==> src/sv/snrp_pkg.sv <==
// Package: shared types, character codes and digit decode for the suffix radix parser.
package snrp_pkg;

  // Radix codes as reported on the result
  typedef enum logic [1:0] {
    RADIX_BIN = 2'd0,
    RADIX_OCT = 2'd1,
    RADIX_DEC = 2'd2,
    RADIX_HEX = 2'd3
  } radix_t;

  localparam int NUM_RADIX = 4;

  // Base of each radix, indexed by radix code
  localparam logic [4:0] RADIX_BASE [NUM_RADIX] = '{5'd2, 5'd8, 5'd10, 5'd16};

  // ASCII codes used by the decoder
  localparam logic [6:0] CH_0       = 7'h30;
  localparam logic [6:0] CH_9       = 7'h39;
  localparam logic [6:0] CH_UP_A    = 7'h41;
  localparam logic [6:0] CH_UP_F    = 7'h46;
  localparam logic [6:0] CH_LOW_A   = 7'h61;
  localparam logic [6:0] CH_LOW_Z   = 7'h7a;
  localparam logic [6:0] CH_CASE    = 7'h20;
  localparam logic [6:0] CH_SUF_H   = 7'h48;
  localparam logic [6:0] CH_SUF_D   = 7'h44;
  localparam logic [6:0] CH_SUF_O   = 7'h4f;
  localparam logic [6:0] CH_SUF_Q   = 7'h51;
  localparam logic [6:0] CH_SUF_B   = 7'h42;

  // Decoded digit: valid hex digit and its value
  typedef struct packed {
    logic       valid;
    logic [3:0] num;
  } digit_t;

  // Decoded suffix: whether the char is a suffix and which radix
  typedef struct packed {
    logic   hit;
    radix_t radix;
  } suffix_t;

  // Fold lower-case letters onto upper case
  function automatic logic [6:0] to_upper(input logic [6:0] c);
    logic [6:0] u;
    u = c;
    if (c >= CH_LOW_A && c <= CH_LOW_Z) begin
      u = c - CH_CASE;
    end
    return u;
  endfunction

  // Map an upper-case char to a hex digit
  function automatic digit_t decode_digit(input logic [6:0] up);
    digit_t d;
    d.valid = 1'b0;
    d.num   = 4'd0;
    if (up >= CH_0 && up <= CH_9) begin
      d.valid = 1'b1;
      d.num   = 4'(up - CH_0);
    end else if (up >= CH_UP_A && up <= CH_UP_F) begin
      d.valid = 1'b1;
      d.num   = 4'(up - CH_UP_A + 7'd10);
    end
    return d;
  endfunction

  // Map an upper-case char to a radix suffix
  function automatic suffix_t decode_suffix(input logic [6:0] up);
    suffix_t s;
    s.hit   = 1'b1;
    s.radix = RADIX_DEC;
    unique case (up)
      CH_SUF_H:           s.radix = RADIX_HEX;
      CH_SUF_D:           s.radix = RADIX_DEC;
      CH_SUF_O, CH_SUF_Q: s.radix = RADIX_OCT;
      CH_SUF_B:           s.radix = RADIX_BIN;
      default:            s.hit   = 1'b0;
    endcase
    return s;
  endfunction

endpackage

==> src/sv/snrp_in_stage.sv <==
// Input register: captures one character transfer and holds it until the core takes it.
module snrp_in_stage
  import snrp_pkg::*;
(
  input  logic       clk,
  input  logic       rst,
  input  logic       s_tvalid,
  output logic       s_tready,
  input  logic [6:0] s_ch,
  input  logic       s_last,
  input  logic       take,
  output logic       held_valid,
  output logic [6:0] held_up,
  output logic       held_last
);

  logic       in_valid;
  logic [6:0] in_ch;
  logic       in_last;

  // Accept whenever the slot is empty or drains this cycle
  assign s_tready = !in_valid || take;

  // Hold control state
  always_ff @(posedge clk) begin
    if (rst) begin
      in_valid <= 1'b0;
    end else if (s_tready) begin
      in_valid <= s_tvalid;
    end
  end

  // Hold payload
  always_ff @(posedge clk) begin
    if (s_tvalid && s_tready) begin
      in_ch   <= s_ch;
      in_last <= s_last;
    end
  end

  assign held_valid = in_valid;
  assign held_up    = to_upper(in_ch);
  assign held_last  = in_last;

endmodule

==> src/sv/snrp_accum.sv <==
// Accumulator bank: one running value and too-large flag per radix, plus the bad-char flag.
module snrp_accum
  import snrp_pkg::*;
#(
  parameter int VALUE_BITS = 16
) (
  input  logic                  clk,
  input  logic                  rst,
  input  logic                  step,
  input  logic [6:0]            up,
  input  logic                  last,
  output logic [VALUE_BITS-1:0] res_value,
  output radix_t                res_radix,
  output logic                  res_bad,
  output logic                  res_too_large
);

  logic [VALUE_BITS-1:0] acc     [NUM_RADIX];
  logic [VALUE_BITS-1:0] acc_fed [NUM_RADIX];
  logic [NUM_RADIX-1:0]  too_large;
  logic [NUM_RADIX-1:0]  too_large_fed;
  logic                  bad_seen;
  logic                  bad_fed;
  digit_t                dig;
  suffix_t               suf;
  logic                  use_suffix;

  assign dig = decode_digit(up);
  assign suf = decode_suffix(up);

  // Only the closing character may be a suffix
  assign use_suffix = last && suf.hit;

  // Feed the digit into every base: scale by a constant and add
  always_comb begin
    logic [VALUE_BITS-1:0] scaled;
    logic [3:0]            d;
    for (int i = 0; i < NUM_RADIX; i++) begin
      case (radix_t'(i))
        RADIX_BIN: scaled = acc[i] << 1;
        RADIX_OCT: scaled = acc[i] << 3;
        RADIX_DEC: scaled = (acc[i] << 3) + (acc[i] << 1);
        default:   scaled = acc[i] << 4;
      endcase
      d = 4'd0;
      too_large_fed[i] = too_large[i];
      if (dig.valid) begin
        if ({1'b0, dig.num} < RADIX_BASE[i]) begin
          d = dig.num;
        end else begin
          too_large_fed[i] = 1'b1;
        end
      end
      acc_fed[i] = scaled + VALUE_BITS'(d);
    end
    bad_fed = bad_seen || !dig.valid;
  end

  // Pick the result for the closing character
  always_comb begin
    if (use_suffix) begin
      res_radix     = suf.radix;
      res_value     = acc[suf.radix];
      res_too_large = too_large[suf.radix];
      res_bad       = bad_seen;
    end else begin
      res_radix     = RADIX_DEC;
      res_value     = acc_fed[RADIX_DEC];
      res_too_large = too_large_fed[RADIX_DEC];
      res_bad       = bad_fed;
    end
  end

  // Advance on each character, clear after the closing one
  always_ff @(posedge clk) begin
    if (rst) begin
      for (int i = 0; i < NUM_RADIX; i++) begin
        acc[i] <= '0;
      end
      too_large <= '0;
      bad_seen  <= 1'b0;
    end else if (step) begin
      if (last) begin
        for (int i = 0; i < NUM_RADIX; i++) begin
          acc[i] <= '0;
        end
        too_large <= '0;
        bad_seen  <= 1'b0;
      end else begin
        for (int i = 0; i < NUM_RADIX; i++) begin
          acc[i] <= acc_fed[i];
        end
        too_large <= too_large_fed;
        bad_seen  <= bad_fed;
      end
    end
  end

endmodule

==> src/sv/suffix_radix_number_parser.sv <==
// Top level: suffix radix numeric literal parser with input and result registers.
//
// Takes the characters of one numeric token, one per transfer, with tlast on the
// final character, and gives one result per token. A closing H, D, O/Q or B
// (either case) selects hex, decimal, octal or binary for the earlier digits;
// any other closing character is the last decimal digit. Values wrap modulo
// 2^VALUE_BITS. A new character is taken every cycle unless a closing character
// is stalled: each character is held in the input register until the core takes
// it, and the four per-base accumulators update as it is taken, in the same cycle
// that a closing character's result is loaded into the result register driving
// the master side. The result register lets the next token flow while a result
// waits; only a closing character stalls when the result register is still full.
module suffix_radix_number_parser
  import snrp_pkg::*;
#(
  parameter int VALUE_BITS = 16,
  localparam int OUT_BITS  = ((VALUE_BITS + 2 + 7) / 8) * 8
) (
  input  logic                clk,
  input  logic                rst,
  input  logic                s_tvalid,
  output logic                s_tready,
  input  logic [7:0]          s_tdata,   // [6:0] ch, [7] zero
  input  logic                s_tlast,   // last
  output logic                m_tvalid,
  input  logic                m_tready,
  output logic [OUT_BITS-1:0] m_tdata,   // value, bad_char, digit_too_large, zero fill
  output logic [1:0]          m_tuser    // radix
);

  logic                  held_valid;
  logic [6:0]            held_up;
  logic                  held_last;
  logic                  take;
  logic [VALUE_BITS-1:0] res_value;
  radix_t                res_radix;
  logic                  res_bad;
  logic                  res_too_large;
  logic                  out_valid;
  logic [VALUE_BITS-1:0] out_value;
  radix_t                out_radix;
  logic                  out_bad;
  logic                  out_too_large;

  // Advance unless a closing character finds the result register blocked
  assign take = held_valid && (!held_last || !out_valid || m_tready);

  snrp_in_stage u_in (
    .clk        (clk),
    .rst        (rst),
    .s_tvalid   (s_tvalid),
    .s_tready   (s_tready),
    .s_ch       (s_tdata[6:0]),
    .s_last     (s_tlast),
    .take       (take),
    .held_valid (held_valid),
    .held_up    (held_up),
    .held_last  (held_last)
  );

  snrp_accum #(
    .VALUE_BITS (VALUE_BITS)
  ) u_acc (
    .clk           (clk),
    .rst           (rst),
    .step          (take),
    .up            (held_up),
    .last          (held_last),
    .res_value     (res_value),
    .res_radix     (res_radix),
    .res_bad       (res_bad),
    .res_too_large (res_too_large)
  );

  // Result register valid: load on a closing character, drop on transfer
  always_ff @(posedge clk) begin
    if (rst) begin
      out_valid <= 1'b0;
    end else if (take && held_last) begin
      out_valid <= 1'b1;
    end else if (m_tready) begin
      out_valid <= 1'b0;
    end
  end

  // Result register payload
  always_ff @(posedge clk) begin
    if (take && held_last) begin
      out_value     <= res_value;
      out_radix     <= res_radix;
      out_bad       <= res_bad;
      out_too_large <= res_too_large;
    end
  end

  assign m_tvalid = out_valid;
  assign m_tdata  = OUT_BITS'({out_too_large, out_bad, out_value});
  assign m_tuser  = out_radix;

endmodule

==> config.mk <==
export PLATFORM = sky130hd
export DESIGN_NAME = suffix_radix_number_parser
export DESIGN_NICKNAME = d
export VERILOG_FILES = /design/src/sv/snrp_pkg.sv /design/src/sv/snrp_in_stage.sv /design/src/sv/snrp_accum.sv /design/src/sv/suffix_radix_number_parser.sv
export SDC_FILE = /design/constraint.sdc
export NUM_CORES = 1
export LEC_CHECK = 0
export BUFFER_PORTS_ARGS = -buffer_cell sky130_fd_sc_hd__buf_4
export CAP_MARGIN = 40
export CORE_MARGIN = 1
export CORE_UTILIZATION = 57
export CTS_BUF_LIST = sky130_fd_sc_hd__clkbuf_8
export DETAILED_ROUTE_END_ITERATION = 8
export GPL_ROUTABILITY_DRIVEN = 0
export GPL_TIMING_DRIVEN = 0
export PLACE_DENSITY = 0.85
export SLEW_MARGIN = 20
export SYNTH_ARGS = -nofsm -noshare
export SYNTH_HDL_FRONTEND = slang
export SYNTH_SLANG_ARGS = --single-unit
==> constraint.sdc <==
create_clock -name clk -period 4.5 [get_ports clk]
set_input_delay 0.45 -clock clk [delete_from_list [all_inputs] [get_ports clk]]
set_output_delay 0.45 -clock clk [all_outputs]
set_load 0.005 [all_outputs]
==> results.py, run 1 <==
metrics = {
    "drt": {
        "num_vias": 4647,
        "drc_errors": 0,
        "drtIter0Drc": 369,
        "wire_per_inst_microns": 18.53,
        "drt.antenna.violating_nets": 0,
        "routed_wl_microns": 13810,
        "viasPerCell": 6.238,
        "drtPass1Iterations": 6,
    },
    "synthesis": {
        "ys_async_sr_fraction_pct": 0,
        "synth_cell_type_count": 68,
        "avgSynthCellArea_sq_um": 10.36,
        "ys.flop_type": "edfxtp_1",
        "synthCells": 539,
        "netlist.top_cell.by_area": "edfxtp_1",
        "synth_common_cells": "edfxtp_1 (76), nor2_1 (60), and3_1 (34), ha_1 (34), a21oi_1 (32)",
        "synthesis.area_sq_mm": 0.005582,
        "ys_ff_latch": 98,
        "ys_seq_area_share_pct": 48.78,
        "synth_area_leaders": "edfxtp_1 (41%), dfxtp_1 (7.9%), ha_1 (7.6%)",
        "synth_edf_count": 76,
        "yosysMostFrequentCell": "edfxtp_1",
        "yosysWarningCount": 0,
        "yosysTopAreaCellShare_pct": 40.89,
    },
    "clocking": {
        "cts_made_buffers": 9,
        "clock_latency_ps": 370,
        "clock_path_buffers": 2,
        "cts.clk_slew.worst_paths_ps": 100,
        "cts.sinks": 98,
        "ctsHoldBuffers": 0,
        "cts_root_buf": "clkbuf_8",
        "cts_tree": "done",
        "htreeDepth": 3,
    },
    "timing": {
        "fin_tns_setup_ps": -158.1,
        "setup_violations": 2,
        "rsz0062_at_grt": "yes",
        "max-slew-margin-rel_pct": 44.68,
        "slew_viol_final": 0,
        "worst_slew_pin_slew_ps": 825.9,
        "fmax_mhz": 216.4,
        "hold_violations": 0,
        "layout_setup_ws_ps": -121.8,
        "post-route-period-util_pct": 102.7,
        "fin_skew_ps": 8.161,
        "period_needed_ps": 4622,
    },
    "place": {
        "hpwlAfterDp_microns": 9457,
        "postPlaceCellArea_sq_mm": 0.006027,
        "portBuffers": 32,
        "place_inst": 709,
    },
    "setup_path": {
        "worstPathMaxFanout": 5,
        "cp-start-kind": "flip-flop",
        "crit_chain": "nor3_4, a221oi_4, or3_1, buf_6, a21o_1, or3_1, a31o_1, fa_2, fa_2, nor2b_2, o31a_1, o41a_1, o41ai_2, xor2_1, o21ai_1",
        "slowest_delay_ps": 550,
        "crit_slowest_cell": "fa_2",
        "critPathCaptureType": "flip-flop",
        "crit_arrival_ps": 4730,
        "required_ps": 4610,
        "critical_path_class": "flip-flop to flip-flop",
    },
    "global_route": {
        "grt_max_degree": 18,
        "grt-ovfl-total": 0,
        "grt_pass1_wl_microns": 21480,
        "grt_pass1_vias": 4438,
        "antenna_found_initial": 0,
        "groute.usage.overall_pct": 27.87,
    },
    "final_layout": {
        "area_growth_pct": 16.77,
        "multiInputGateArea_sq_mm": 0.002774,
        "final_area_sq_mm": 0.006518,
        "final_cells": 745,
        "ff_latch_area_sq_mm": 0.002723,
        "fill_cells": 698,
        "drive_above_1_share_pct": 18.67,
        "fin_nets": 661,
        "diodes": 0,
    },
    "status": {
        "outcome": "finished with violations",
        "violations": "negative setup slack",
    },
    "hold_path": {
        "hold_class": "primary input to flip-flop",
    },
    "floorplan": {
        "start_util_pct": 59.56,
        "rows": 35,
        "die_w_microns": 101.0,
        "core_sq_mm": 0.009371,
        "die_y_microns": 101.0,
        "fp.dieArea_sq_mm": 0.01019,
        "ios": 41,
    },
    "power": {
        "p_per_area_mw_per_mm2": 279.2,
        "p_leak_uw": 0.002637,
        "irDropWorstVdd_uv": 208.6,
    },
    "flow_run": {
        "max-cap-violations": 0,
    },
}
[power by group]
group	internal [uW]	switching, uW
Combinational	72.6	117
Clock	261	333
Sequential	1010	24.0
Total	1350	475
[area by class of cell]
class | instances | share of cell area (%)
Multi-Input combinational cell | 393 | 42.56
Sequential cell | 98 | 41.77
Timing Repair Buffer | 53 | 6.124
Buffer | 31 | 2.534
Tap cell | 129 | 2.476
Clock buffer | 9 | 1.901
Inverter | 25 | 1.440
Clock inverter | 7 | 1.190
[through the flow]
stage	setup slack [ps]	hold slack [ps]	util [%]	power, uW
floorplan	160.3	424.4	-	1162
global placement	-274.7	440.6	64.17	1211
detailed placement	-409.0	458.4	64.31	1219
CTS	-24.56	248.4	68.09	1802
global route	-253.6	245.5	69.55	1867
finish	-121.8	252.8	69.55	1820
[path summary, 6_finish.rpt]
path	slack (ps)	cells after the start	from	to
setup / recovery	-120	15	u_in.in_ch[0]$_DFFE_PP_	out_value[14]$_DFFE_PP_
hold / removal	250	1	s_tdata[5]	u_in.in_ch[5]$_DFFE_PP_
setup reg to reg	-120	15	u_in.in_ch[0]$_DFFE_PP_	out_value[14]$_DFFE_PP_
hold reg to reg	480	2	u_acc.too_large[0]$_SDFFE_PP0P_	u_acc.too_large[0]$_SDFFE_PP0P_
[per-layer routing]
layer | share of wire [%] | routed length (microns) | up-vias | GRT usage, %
met5 | 0 | 0 | - | 0
met2 | 50 | 6834 | 255 | 47.15
li1 | - | - | 2133 | -
met4 | 4.0 | 549 | 0 | 14.05
met3 | 7.4 | 1018 | 54 | 3.675
met1 | 39 | 5403 | 2205 | 35.19
[flip-flops by register name, summed over array words and instances, names as in the netlist]
name and cells:
u_in.held_last 1, m_tvalid 1, u_in.held_valid 1, u_acc.acc 64, u_in.in_ch 7, out_too_large 1, out_value 16, u_acc.too_large 3
out_bad 1, u_acc.bad_seen 1, m_tuser 2
[cell usage in the layout (no fill, tap or decap), drive strengths merged, types with 5 or more instances in the layout]
| master | instances |
|---|---|
| a21o | 7 |
| a21oi | 32 |
| a22oi | 5 |
| and2 | 5 |
| and3 | 34 |
| buf | 65 |
| clkbuf | 28 |
| conb | 10 |
| dfxtp | 22 |
| edfxtp | 76 |
| ha | 34 |
| inv | 27 |
| nand2 | 27 |
| nand3 | 16 |
| nor2 | 61 |
| nor2b | 5 |
| nor3 | 9 |
| o21a | 5 |
| o21ai | 25 |
| o22ai | 22 |
| o41ai | 6 |
| or3 | 6 |
| xnor2 | 13 |
| xor2 | 13 |
[logic make-up after synthesis]
| family | after synthesis | synth area share, % |
|---|---|---|
| buffers and inverters | 56 | 4.528 |
| AOI/OAI and AO/OA | 145 | 17.93 |
| adders and majority gates | 37 | 8.698 |
| and+or+nand+nor | 172 | 15.22 |
| muxes | 3 | 0.6276 |
| DFF | 98 | 48.78 |
| other | 2 | 0.1345 |
| xor gates and xnor gates | 26 | 4.080 |
[repair_timing]
item / in CTS / in global routing
buffers inserted: 10 / 9
pin swaps: 10 / 19
resized for setup: 18 / 11
setup endpoints to repair: 14 / 10
[worst max-delay path: cells and delay by family (launching register included)]
kind | cells | cell delay [ps]
buffers and inverters | 1 | 130
AOI/OAI and AO/OA | 7 | 1660
and+or+nand+nor | 4 | 1020
adders and majority gates | 2 | 760
DFF | 1 | 520
xor gates and xnor gates | 1 | 270
Power figures use the tool's default switching activity.
==> run 2: changes to the inputs <==
- CORE_ASPECT_RATIO: default -> 0.7
==> results.py, run 2 (synthesis results as in run 1) <==
metrics = {
    "final_layout": {
        "final_util_pct": 71.04,
        "final_common_cell": "edfxtp_1",
        "fin_nets": 659,
        "layout_common_cells": "edfxtp_1 (76), nor2_1 (59), buf_4 (57)",
        "drive_above_1_share_pct": 19.71,
        "largest_register_ffs": 64,
        "largest-register": "u_acc.acc",
        "area_growth_pct": 18.22,
        "diodes": 0,
        "reg_top3": "u_acc.acc (64), out_value (16), u_in.in_ch (7)",
    },
    "global_route": {
        "antenna_found_initial": 0,
        "grt_pass1_vias": 4640,
        "groute.usage.overall_pct": 29.24,
        "grt_pass1_wl_microns": 22960,
        "grt_max_degree": 18,
        "grt-ovfl-total": 0,
    },
    "clocking": {
        "clock_path_buffers": 2,
        "cts_made_buffers": 9,
        "clock_latency_ps": 380,
        "cts.sinks": 98,
        "cts.clk_slew.worst_paths_ps": 90,
        "cts_root_buf": "clkbuf_8",
        "cts_tree": "done",
        "ctsHoldBuffers": 0,
        "htreeDepth": 3,
    },
    "timing": {
        "post-route-period-util_pct": 99.91,
        "fin_skew_ps": 9.305,
        "hold_violations": 0,
        "fmax_mhz": 222.4,
        "period_needed_ps": 4496,
        "worst_slew_pin_slew_ps": 763.9,
        "max-slew-margin-rel_pct": 48.89,
        "rsz0062_at_grt": "yes",
        "slew_viol_final": 0,
        "setup_violations": 0,
    },
    "drt": {
        "drtPass1Iterations": 6,
        "routed_wl_microns": 14390,
        "drc_errors": 0,
        "drt.antenna.violating_nets": 0,
        "viasPerCell": 6.320,
        "num_vias": 4664,
        "drtIter0Drc": 553,
        "wire_per_inst_microns": 19.50,
    },
    "hold_path": {
        "holdCritStartpoint": "s_tdata[6]",
        "min_to": "u_in.in_ch[6]$_DFFE_PP_",
        "hold_class": "primary input to flip-flop",
        "holdPathStages": 1,
    },
    "setup_path": {
        "required_ps": 4610,
        "crit_slowest_cell": "edfxtp_1",
        "worstPathMaxFanout": 5,
        "slowest_delay_ps": 520,
        "critPathCaptureType": "flip-flop",
        "r2r_slack_ps": 4,
        "crit_chain": "nor3_4, a221oi_4, or3_4, a21o_1, or3_1, a31o_1, fa_2, inv_2, ha_4, nor2b_2, o31a_1, o41a_1, o41ai_2, xor2_1, o21ai_1",
        "critical_path_class": "flip-flop to flip-flop",
        "r2r_end": "out_value[14]$_DFFE_PP_",
        "crit_arrival_ps": 4610,
        "worst_r2r_path_depth": 15,
        "reg2reg_from": "u_in.in_ch[1]$_DFFE_PP_",
        "cp-start-kind": "flip-flop",
    },
    "floorplan": {
        "die_w_microns": 120.3,
        "rows": 29,
        "ios": 41,
        "start_util_pct": 60.09,
        "fp.dieArea_sq_mm": 0.01020,
        "core_sq_mm": 0.009289,
        "die_y_microns": 84.80,
    },
    "power": {
        "p_leak_uw": 0.002662,
        "comb_power_share_pct": 10.5,
        "p_sw_uw": 464.8,
        "p_per_area_mw_per_mm2": 284.8,
        "irDropWorstVdd_uv": 164.4,
        "internal_power_uw": 1414,
        "swShare_pct": 24.73,
        "power_uw": 1879,
        "pwr-share-seq_pct": 55.1,
        "p_clk_share_pct": 34.5,
    },
    "place": {
        "portBuffers": 32,
        "hpwlAfterDp_microns": 10290,
    },
    "status": {
        "outcome": "finished, final reports clean",
    },
    "flow_run": {
        "max-cap-violations": 0,
    },
}
## run 2: cell types whose count changed in the layout (fill, tap and decap cells not counted), moves of 2 or more
cell,delta
a21oi_2,-2
buf_4,-2
clkinvlp_4,-2
inv_1,-2
inv_2,+2
or3_1,-2
or3_4,+2
## run 2: critical path, delay by kind of cell, from the launching register on
family / cells / cell delay [ps]
AOI/OAI and AO/OA: 7 / 1620
xor gates and xnor gates: 1 / 250
adders and majority gates: 2 / 590
buffers and inverters: 1 / 90
DFF: 1 / 520
and+or+nand+nor: 4 / 1150
## run 2: cell type report
type                    instances  area, sq um
well taps                     124        155.1
repair buffers                 52        391.6
multi-input cells             393         2855
plain buffers                  30        153.9
flip-flops and latches         98         2723
clock inverters                 6        88.84
fillers                       694         2690
inverters                      25        93.84
clock buffers                  10        137.6
## run 2: worst max path at each step
stage | end | from | slack (ps) | cells after the start
after global routing | out_value[13]$_DFFE_PP_ | u_in.in_ch[1]$_DFFE_PP_ | -120 | 16
after floorplan | out_value[14]$_DFFE_PP_ | u_in.in_ch[1]$_DFFE_PP_ | 160 | 16
after CTS | out_value[12]$_DFFE_PP_ | u_in.in_ch[2]$_DFFE_PP_ | 0.4 | 15
final | out_value[14]$_DFFE_PP_ | u_in.in_ch[1]$_DFFE_PP_ | 4 | 15
after global placement | out_value[13]$_DFFE_PP_ | u_in.in_ch[1]$_DFFE_PP_ | -290 | 16
after detailed placement | out_value[13]$_DFFE_PP_ | u_in.in_ch[3]$_DFFE_PP_ | -480 | 16
## run 2: per-stage QoR
| step | worst slack (ps) | setup TNS [ps] | instances | area (sq um) | hold WS [ps] |
|---|---|---|---|---|---|
| 5_1_grt | -117.3 | -434.1 | 738 | 6599 | 237.9 |
| 6_report | 4.175 | 0 | 738 | 6599 | 247.1 |
| 3_5_place_dp | -480.4 | -3551 | 705 | 6026 | 449.4 |
| 4_1_cts | 0.4015 | 0 | 734 | 6434 | 240.3 |
| 2_1_floorplan | 160.3 | 0 | 547 | 5612 | 424.4 |
| 3_3_place_gp | -292.3 | -1553 | 703 | 6007 | 439.1 |
## run 2: power by group through the flow
stage / registers (uW) / clock network, uW / logic [uW]
floorplan: 1050 / 0 / 113
global placement: 1050 / 0 / 156
detailed placement: 1060 / 0 / 165
CTS: 1030 / 647 / 179
global route: 1040 / 686 / 210
finish: 1030 / 648 / 197
## run 2: metal layers
layer	vias to the layer above	part of all wire [%]	wire (microns)	global-route usage, %
met1	2233	42	6006	38.62
li1	2128	-	-	-
met4	0	2.2	320	8.979
met3	35	8.4	1214	6.522
met5	-	0	0	0
met2	268	48	6848	48.28
## run 2: repair_timing
item,in CTS,in global routing
gates resized for setup,19,23
buffers inserted,13,5
pin swaps,13,15
endpoints found under the setup margin,15,10
